[src/hdl/ifrl_pkg.sv]
// types, codes and helpers for the ipv4 route lookup block
`default_nettype none

package ifrl_pkg;

    localparam logic OP_ADD    = 1'b0;
    localparam logic OP_HEADER = 1'b1;

    // header word positions of interest
    localparam int WORD_TTL    = 4;
    localparam int WORD_CSUM   = 5;
    localparam int WORD_DST_HI = 8;
    localparam int WORD_DST_LO = 9;

    localparam int ADDR_W     = 32;
    localparam int PLEN_W     = 6;
    localparam int HWORD_W    = 16;
    localparam int TTL_W      = 8;
    localparam logic [PLEN_W-1:0] PLEN_FULL = 6'd32;

    typedef enum logic [1:0] {
        VERDICT_FORWARD = 2'd0,
        VERDICT_LOCAL   = 2'd1,
        VERDICT_TTL     = 2'd2,
        VERDICT_NOROUTE = 2'd3
    } t_verdict;

    typedef struct packed {
        logic                operation;
        logic [ADDR_W-1:0]   route_prefix;
        logic [PLEN_W-1:0]   route_prefix_len;
        logic [ADDR_W-1:0]   route_gateway;
        logic [HWORD_W-1:0]  header_word;
        logic                header_last;
    } t_cmd;

    typedef struct packed {
        t_verdict            verdict;
        logic [ADDR_W-1:0]   next_hop;
        logic [TTL_W-1:0]    new_ttl;
        logic [HWORD_W-1:0]  new_checksum;
    } t_result;

    typedef struct packed {
        logic [ADDR_W-1:0]   prefix;
        logic [PLEN_W-1:0]   prefix_len;
        logic [ADDR_W-1:0]   gateway;
    } t_route_entry;

    // lengths above 32 behave as 32, zero gives an empty mask
    function automatic logic [ADDR_W-1:0] prefix_mask(input logic [PLEN_W-1:0] len);
        logic [ADDR_W-1:0] mask;
        if (len >= PLEN_FULL) begin
            mask = '1;
        end else begin
            mask = ~({ADDR_W{1'b1}} >> len[4:0]);
        end
        return mask;
    endfunction

endpackage

`default_nettype wire

[src/hdl/ifrl_route_table.sv]
// route table memory, one write port and one registered read port
`default_nettype none

module ifrl_route_table #(
    parameter int DEPTH = 16,
    parameter int IW    = 4
) (
    input  wire logic                    i_clk,
    input  wire logic                    i_wr_en,
    input  wire logic [IW-1:0]           i_wr_addr,
    input  wire ifrl_pkg::t_route_entry  i_wr_entry,
    input  wire logic [IW-1:0]           i_rd_addr,
    output ifrl_pkg::t_route_entry       o_rd_entry
);

    ifrl_pkg::t_route_entry r_mem [DEPTH];
    ifrl_pkg::t_route_entry r_rd_entry;

    always_ff @(posedge i_clk) begin
        if (i_wr_en) begin
            r_mem[i_wr_addr] <= i_wr_entry;
        end
    end

    always_ff @(posedge i_clk) begin
        r_rd_entry <= r_mem[i_rd_addr];
    end

    assign o_rd_entry = r_rd_entry;

endmodule

`default_nettype wire

[src/hdl/ipv4_forward_route_lookup.sv]
// ipv4 forwarding decision: route table, header capture and checksum update
`default_nettype none

// Commands enter on i_cmd, taken at a clock edge where start is high and busy low.
// An add command writes the next free route entry; adds to a full table are
// dropped. Header commands carry one 16-bit header word each and are taken one
// per cycle. The word marked last raises busy and starts the decision: ttl and
// local address are checked in ST_CHECK, then the table is walked one entry
// per cycle through the single read port of the table memory.
// ST_CHECK decides ttl expired, local delivery or an empty table; the walk
// ends on a match at an entry or with no route after the last entry. busy
// falls when the result shows. Each result comes with o_strobe high for
// exactly one cycle and stays on o_result until the next result; the
// receiver cannot stall it. local_address is written on the cfg channel, which
// is ready while the block is idle. Reset empties the table, clears the header
// progress and sets local_address to zero; no clearing pass is needed.
module ipv4_forward_route_lookup #(
    parameter int TABLE_DEPTH      = 16,
    parameter int MAX_HEADER_WORDS = 30
) (
    input  wire logic               i_clk,
    input  wire logic               i_rst_n,
    input  wire logic               start,
    output logic                    busy,
    input  wire ifrl_pkg::t_cmd     i_cmd,
    output logic                    o_strobe,
    output ifrl_pkg::t_result       o_result,
    input  wire logic               i_cfg_valid,
    output logic                    o_cfg_ready,
    input  wire logic [31:0]        i_cfg_data
);

    localparam int IW = (TABLE_DEPTH > 1) ? $clog2(TABLE_DEPTH) : 1;
    localparam int CW = $clog2(TABLE_DEPTH + 1);
    localparam int PW = $clog2(MAX_HEADER_WORDS + 1);
    localparam int SW = ifrl_pkg::HWORD_W + PW;

    typedef enum logic [1:0] {
        ST_IDLE,
        ST_CHECK,
        ST_WALK
    } t_state;

    t_state                          r_state;
    logic [CW-1:0]                   r_count;
    logic [PW-1:0]                   r_pos;
    logic [SW-1:0]                   r_sum;
    logic [ifrl_pkg::TTL_W-1:0]      r_ttl;
    logic [ifrl_pkg::ADDR_W-1:0]     r_dest;
    logic [ifrl_pkg::ADDR_W-1:0]     r_local;
    logic [IW-1:0]                   r_idx;
    logic                            r_strobe;
    ifrl_pkg::t_result               r_result;

    logic                            s_accept;
    logic                            s_wr_en;
    ifrl_pkg::t_route_entry          s_wr_entry;
    logic [IW-1:0]                   s_rd_addr;
    ifrl_pkg::t_route_entry          s_entry;
    logic [ifrl_pkg::ADDR_W-1:0]     s_mask;
    logic                            s_hit;
    logic [CW-1:0]                   s_idx_next;
    logic [SW-1:0]                   s_sum_adj;
    logic [16:0]                     s_fold1;
    logic [15:0]                     s_fold2;
    ifrl_pkg::t_result               s_fwd;
    logic                            s_done;
    ifrl_pkg::t_result               s_res;

    assign s_accept    = start && !busy;
    assign busy        = (r_state != ST_IDLE);
    assign o_cfg_ready = (r_state == ST_IDLE);
    assign o_strobe    = r_strobe;
    assign o_result    = r_result;

    // table writes only happen while idle and read data is only used while busy, so the
    // busy interlock keeps them apart
    assign s_wr_en = s_accept && (i_cmd.operation == ifrl_pkg::OP_ADD)
                     && (r_count < CW'(TABLE_DEPTH));
    assign s_wr_entry.prefix     = i_cmd.route_prefix;
    assign s_wr_entry.prefix_len = i_cmd.route_prefix_len;
    assign s_wr_entry.gateway    = i_cmd.route_gateway;

    // read one entry ahead of the compare
    assign s_rd_addr = (r_state == ST_WALK) ? IW'(r_idx + 1'b1) : '0;

    ifrl_route_table #(
        .DEPTH (TABLE_DEPTH),
        .IW    (IW)
    ) u_table (
        .i_clk      (i_clk),
        .i_wr_en    (s_wr_en),
        .i_wr_addr  (r_count[IW-1:0]),
        .i_wr_entry (s_wr_entry),
        .i_rd_addr  (s_rd_addr),
        .o_rd_entry (s_entry)
    );

    assign s_mask     = ifrl_pkg::prefix_mask(s_entry.prefix_len);
    assign s_hit      = ((s_entry.prefix & s_mask) == (r_dest & s_mask));
    assign s_idx_next = CW'(r_idx) + 1'b1;

    // ttl word was summed before decrement, take one off its high byte
    assign s_sum_adj = r_sum - SW'(256);
    assign s_fold1   = {1'b0, s_sum_adj[15:0]} + 17'(s_sum_adj[SW-1:16]);
    assign s_fold2   = s_fold1[15:0] + 16'(s_fold1[16]);

    assign s_fwd.verdict      = ifrl_pkg::VERDICT_FORWARD;
    assign s_fwd.next_hop     = s_entry.gateway;
    assign s_fwd.new_ttl      = r_ttl - 1'b1;
    assign s_fwd.new_checksum = ~s_fold2;

    // decision outcome of the current cycle
    always_comb begin
        s_done = 1'b0;
        s_res  = '0;
        case (r_state)
            ST_CHECK: begin
                s_done = 1'b1;
                if (r_ttl == '0) begin
                    s_res.verdict = ifrl_pkg::VERDICT_TTL;
                end else if (r_dest == r_local) begin
                    s_res.verdict = ifrl_pkg::VERDICT_LOCAL;
                end else if (r_count == '0) begin
                    s_res.verdict = ifrl_pkg::VERDICT_NOROUTE;
                end else begin
                    s_done = 1'b0;
                end
            end
            ST_WALK: begin
                if (s_hit) begin
                    s_done = 1'b1;
                    s_res  = s_fwd;
                end else if (s_idx_next == r_count) begin
                    s_done        = 1'b1;
                    s_res.verdict = ifrl_pkg::VERDICT_NOROUTE;
                end
            end
            default: begin
                s_done = 1'b0;
            end
        endcase
    end

    always_ff @(posedge i_clk) begin
        if (!i_rst_n) begin
            r_state  <= ST_IDLE;
            r_count  <= '0;
            r_pos    <= '0;
            r_sum    <= '0;
            r_ttl    <= '0;
            r_dest   <= '0;
            r_local  <= '0;
            r_idx    <= '0;
            r_strobe <= 1'b0;
            r_result <= '0;
        end else begin
            r_strobe <= s_done;
            if (s_done) begin
                r_result <= s_res;
            end
            if (i_cfg_valid && o_cfg_ready) begin
                r_local <= i_cfg_data;
            end
            case (r_state)
                ST_IDLE: begin
                    if (s_wr_en) begin
                        r_count <= r_count + 1'b1;
                    end
                    if (s_accept && (i_cmd.operation == ifrl_pkg::OP_HEADER)) begin
                        if (r_pos < PW'(MAX_HEADER_WORDS)) begin
                            if (r_pos == PW'(ifrl_pkg::WORD_TTL)) begin
                                r_ttl <= i_cmd.header_word[15:8];
                            end
                            if (r_pos == PW'(ifrl_pkg::WORD_DST_HI)) begin
                                r_dest[31:16] <= i_cmd.header_word;
                            end
                            if (r_pos == PW'(ifrl_pkg::WORD_DST_LO)) begin
                                r_dest[15:0] <= i_cmd.header_word;
                            end
                            if (r_pos != PW'(ifrl_pkg::WORD_CSUM)) begin
                                r_sum <= r_sum + SW'(i_cmd.header_word);
                            end
                            r_pos <= r_pos + 1'b1;
                        end
                        if (i_cmd.header_last) begin
                            r_state <= ST_CHECK;
                        end
                    end
                end
                ST_CHECK: begin
                    r_idx <= '0;
                    if (s_done) begin
                        r_state <= ST_IDLE;
                    end else begin
                        r_state <= ST_WALK;
                    end
                end
                ST_WALK: begin
                    r_idx <= IW'(r_idx + 1'b1);
                    if (s_done) begin
                        r_state <= ST_IDLE;
                    end
                end
                default: begin
                    r_state <= ST_IDLE;
                end
            endcase
            // packet done: drop the header progress
            if (s_done) begin
                r_pos  <= '0;
                r_sum  <= '0;
                r_ttl  <= '0;
                r_dest <= '0;
            end
        end
    end

endmodule

`default_nettype wire

[config.mk]
export PLATFORM = sky130hd
export DESIGN_NAME = ipv4_forward_route_lookup
export DESIGN_NICKNAME = d
export VERILOG_FILES = /design/src/hdl/ifrl_pkg.sv /design/src/hdl/ifrl_route_table.sv /design/src/hdl/ipv4_forward_route_lookup.sv
export SDC_FILE = /design/constraint.sdc
export NUM_CORES = 2
export LEC_CHECK = 0
export BUFFER_PORTS_ARGS = -buffer_cell sky130_fd_sc_hd__buf_2
export CAP_MARGIN = 20
export CORE_MARGIN = 2
export CORE_UTILIZATION = 40
export CTS_CLUSTER_SIZE = 28
export DETAILED_ROUTE_END_ITERATION = 10
export MAX_ROUTING_LAYER = met4
export PLACE_DENSITY = 0.66
export SLEW_MARGIN = 15
export SYNTH_ARGS = -nofsm -noshare
export SYNTH_HDL_FRONTEND = slang
export SYNTH_SLANG_ARGS = --single-unit
[constraint.sdc]
create_clock -name i_clk -period 8.4 [get_ports i_clk]
set_input_delay 1.26 -clock i_clk [delete_from_list [all_inputs] [get_ports i_clk]]
set_output_delay 1.26 -clock i_clk [all_outputs]
set_load 0.01 [all_outputs]
==> results_dict.tcl <==
set metrics [dict create \
    synth.avg_cell_area_sq_um 13.2 \
    ys_top_cells_by_count "edfxtp_1 (1120), nand2_1 (742), a211oi_1 (362), nor2b_1 (283), a21oi_1 (255)" \
    synth.ff_latch_count 1358 \
    placement_rows 135 \
    setup.worst_path.class "reg2reg" \
    critical_path.max_fanout 13 \
    cts_resized 0 \
    crit_required_ns 9.04 \
    synth.net_count 4303 \
    critPathCaptureType "register" \
    cts_buffers 140 \
    synth_top_area_share 0.618 \
    timing.critical_path.arrival_ns 6.09 \
    post_synthesis_async_set_or_reset_flop_share 0 \
    initial_core_util 0.403 \
    number_of_h_tree_branching_levels 4 \
    drt_pre_antenna_iters 6 \
    wl_per_cell_um 22.1 \
    worst-slew-pin-transition_ns 1.07 \
    top_cells_by_area_in_the_synthesized_netlist "edfxtp_1 (62%), dfxtp_1 (8.7%), nand2_1 (5.1%)" \
    drt_first_iter_violations 2681 \
    critical_path.max_stage_delay_ns 0.52 \
    yosys.cell_types.count 81 \
    max_clock_freq_mhz 183 \
    grt_start_max_net_pins 197 \
    die-width_um 373 \
    synth_flop_cell "edfxtp_1" \
    die_area_sq_um 139000 \
    clk_transition_reported_paths_ns 0.06 \
    grt_overflow_total 0 \
    crit_path_top_delay_cell "or4b_4" \
    synth_enable_flop_cells 1120 \
    power_density_nw_per_um2 251 \
    finClkSkew_ns 0.0406 \
    clock_sinks 1358 \
    unrepaired_setup_endpoints_after_global_routing "no" \
    hold_viol_final 0 \
    buffer_ports.inserted 184 \
    layout.core_utilization 0.456 \
    drt-vias-per-instance 5.56 \
    postCtsSetupBuffers 0 \
    clock_tree_from_tritoncts "done" \
    final_net_count 4390 \
    post-synth-top-area-cell "edfxtp_1" \
    design.core.area_sq_um 135000 \
    yosysMostFrequentCell "edfxtp_1" \
    cts_max_path_buffers 3 \
    setup_total_negative_slack_ns 0 \
    cts_hold_buf 0 \
    die_height_um 373 \
    drt_drc_violations_left 0 \
    hold_path.class "reg2reg" \
    timing.critical_path.max_delay_family "simple AND/OR/NAND/NOR gates" \
    cell_chain_of_the_critical_path "or3_1 -> or4_1 -> or4_1 -> xnor2_1 -> inv_1 -> fa_1 -> nor2b_4 -> o31a_4 -> o211ai_2 -> nor3_1 -> ha_1 -> nand3_1 -> nand4bb_2 -> nor4_4 -> or4b_4 -> nand4b_4 -> a32o_1" \
    growth_of_design_area_from_synthesis_to_finish_pct 13.2 \
    cellLeakagePower_nw 20.2 \
    critPathLaunchType "register" \
    vias_in_the_first_global_route 32300 \
    filler_cell_count 11900 \
    dpl.hpwl_mm 73.5 \
    post_route_cells_drive_above_1_share 0.112 \
    cp_common_cell "or4_1" \
    drt-total-wl_mm 136 \
    slew_headroom 0.285 \
    fin_crit_sh 0.649 \
    insertion_delay_ns 0.78 \
    global_route_usage_over_all_layers 0.196 \
    area_of_the_mapped_netlist_sq_um 54500 \
    synth-warning-count 0 \
    cts-root-buf "clkbuf_16" \
    postSynthCellCount 4140 \
    drv.max_cap_violation_count 0 \
    gp_congestion 0.837 \
    antenna_violating_nets_post_route 0 \
    vdd_ir_drop_max_uv 177 \
    finalSetupViolations 0 \
    final-max-slew-violation-count 0 \
    grt_first_pass_wirelength_mm 203 \
    run_status "finished, final reports clean" \
    vias 34100 \
    number_of_antenna_violations_at_the_first_check_in_global_routing 29 \
    num_io_pins 185 \
    timing.critical_path.buf_inv 1 \
    fin_crit_ns 5.45 \
    portion_of_the_post_synthesis_area_used_by_sequential_elements 0.705 \
]
==> metrics by stage <==
| stage | setup slack, ns | instance area (sq um) | hold WS, ns | instances | total power, mW |
|---|---|---|---|---|---|
| after floorplan | 0.973 | 54500 | 0.420 | 4140 | 8.94 |
| after global placement | 3.07 | 57100 | 0.426 | 5865 | 9.51 |
| after detailed placement | 2.98 | 57100 | 0.429 | 5866 | 9.52 |
| after CTS | 2.93 | 61600 | 0.440 | 6125 | 15.6 |
| after global routing | 2.61 | 61700 | 0.457 | 6138 | 16.0 |
| final | 2.95 | 61700 | 0.440 | 6139 | 15.5 |
==> registers in the layout, indices dropped and copies added (netlist names), 2 cells and up <==
signal,flops
r_local,32
r_sum,21
r_pos,5
r_idx,4
r_ttl,8
u_table.o_rd_entry,70
u_table.r_mem,1120
r_state,2
r_count,5
r_dest,32
o_result,58
==> final timing paths <==
path,start,endpoint,slack [ns],cells after the start
worst max-delay path,r_sum[8],o_result[15],2.95,17
worst min-delay path,u_table.o_rd_entry[2],o_result[26],0.44,1
worst max register to register,r_sum[8],o_result[15],2.95,17
worst min register to register,u_table.o_rd_entry[2],o_result[26],0.44,1
==> placed cells by master, fill, tap and decap left out, types with 54 or more instances in the layout <==
| cell type | count |
|---|---|
| buf_2 | 184 |
| a311oi_1 | 140 |
| xnor2_1 | 90 |
| clkbuf_16 | 143 |
| a22o_1 | 54 |
| nor2_1 | 55 |
| a31oi_1 | 149 |
| a21oi_1 | 255 |
| a211oi_1 | 362 |
| nand2_1 | 739 |
| dfxtp_1 | 237 |
| nor2b_1 | 283 |
| edfxtp_1 | 1120 |
==> final cells by class <==
type | count | area (sq um) | share of cell area
flip-flops and latches | 1358 | 38400 | 0.623
clock inverters | 59 | 616 | 0.00998
well taps | 1781 | 2230 | 0.0361
clock buffers | 200 | 3930 | 0.0638
inverters | 37 | 139 | 0.00225
repair buffers | 238 | 1400 | 0.0227
multi-input cells | 2452 | 14900 | 0.242
diodes | 14 | 35.0 | 0.000568
==> metal layers <==
metal	vias to the layer above	wire, um	GRT usage
met2	1102	62400	0.298
li1	15800	-	-
met1	17000	61300	0.271
met5	-	0	-
met4	0	3160	0.0545
met3	237	8750	0.0338
==> cell families after synthesis <==
| group | Yosys count | share of synthesized area |
|---|---|---|
| adders and majority gates | 39 | 0.00924 |
| and+or+nand+nor | 1234 | 0.106 |
| DFF | 1358 | 0.705 |
| muxes | 15 | 0.00278 |
| buffers and inverters | 330 | 0.0241 |
| AOI/OAI and AO/OA | 1043 | 0.133 |
| xor gates and xnor gates | 121 | 0.0195 |
==> power breakdown <==
group	switching [mW]	total, mW	internal [mW]
combinational	1.14	1.71	0.573
clock	2.63	6.09	3.46
sequential	0.172	7.67	7.50
total	3.94	15.5	11.5
(Power assumes the default switching activity.)
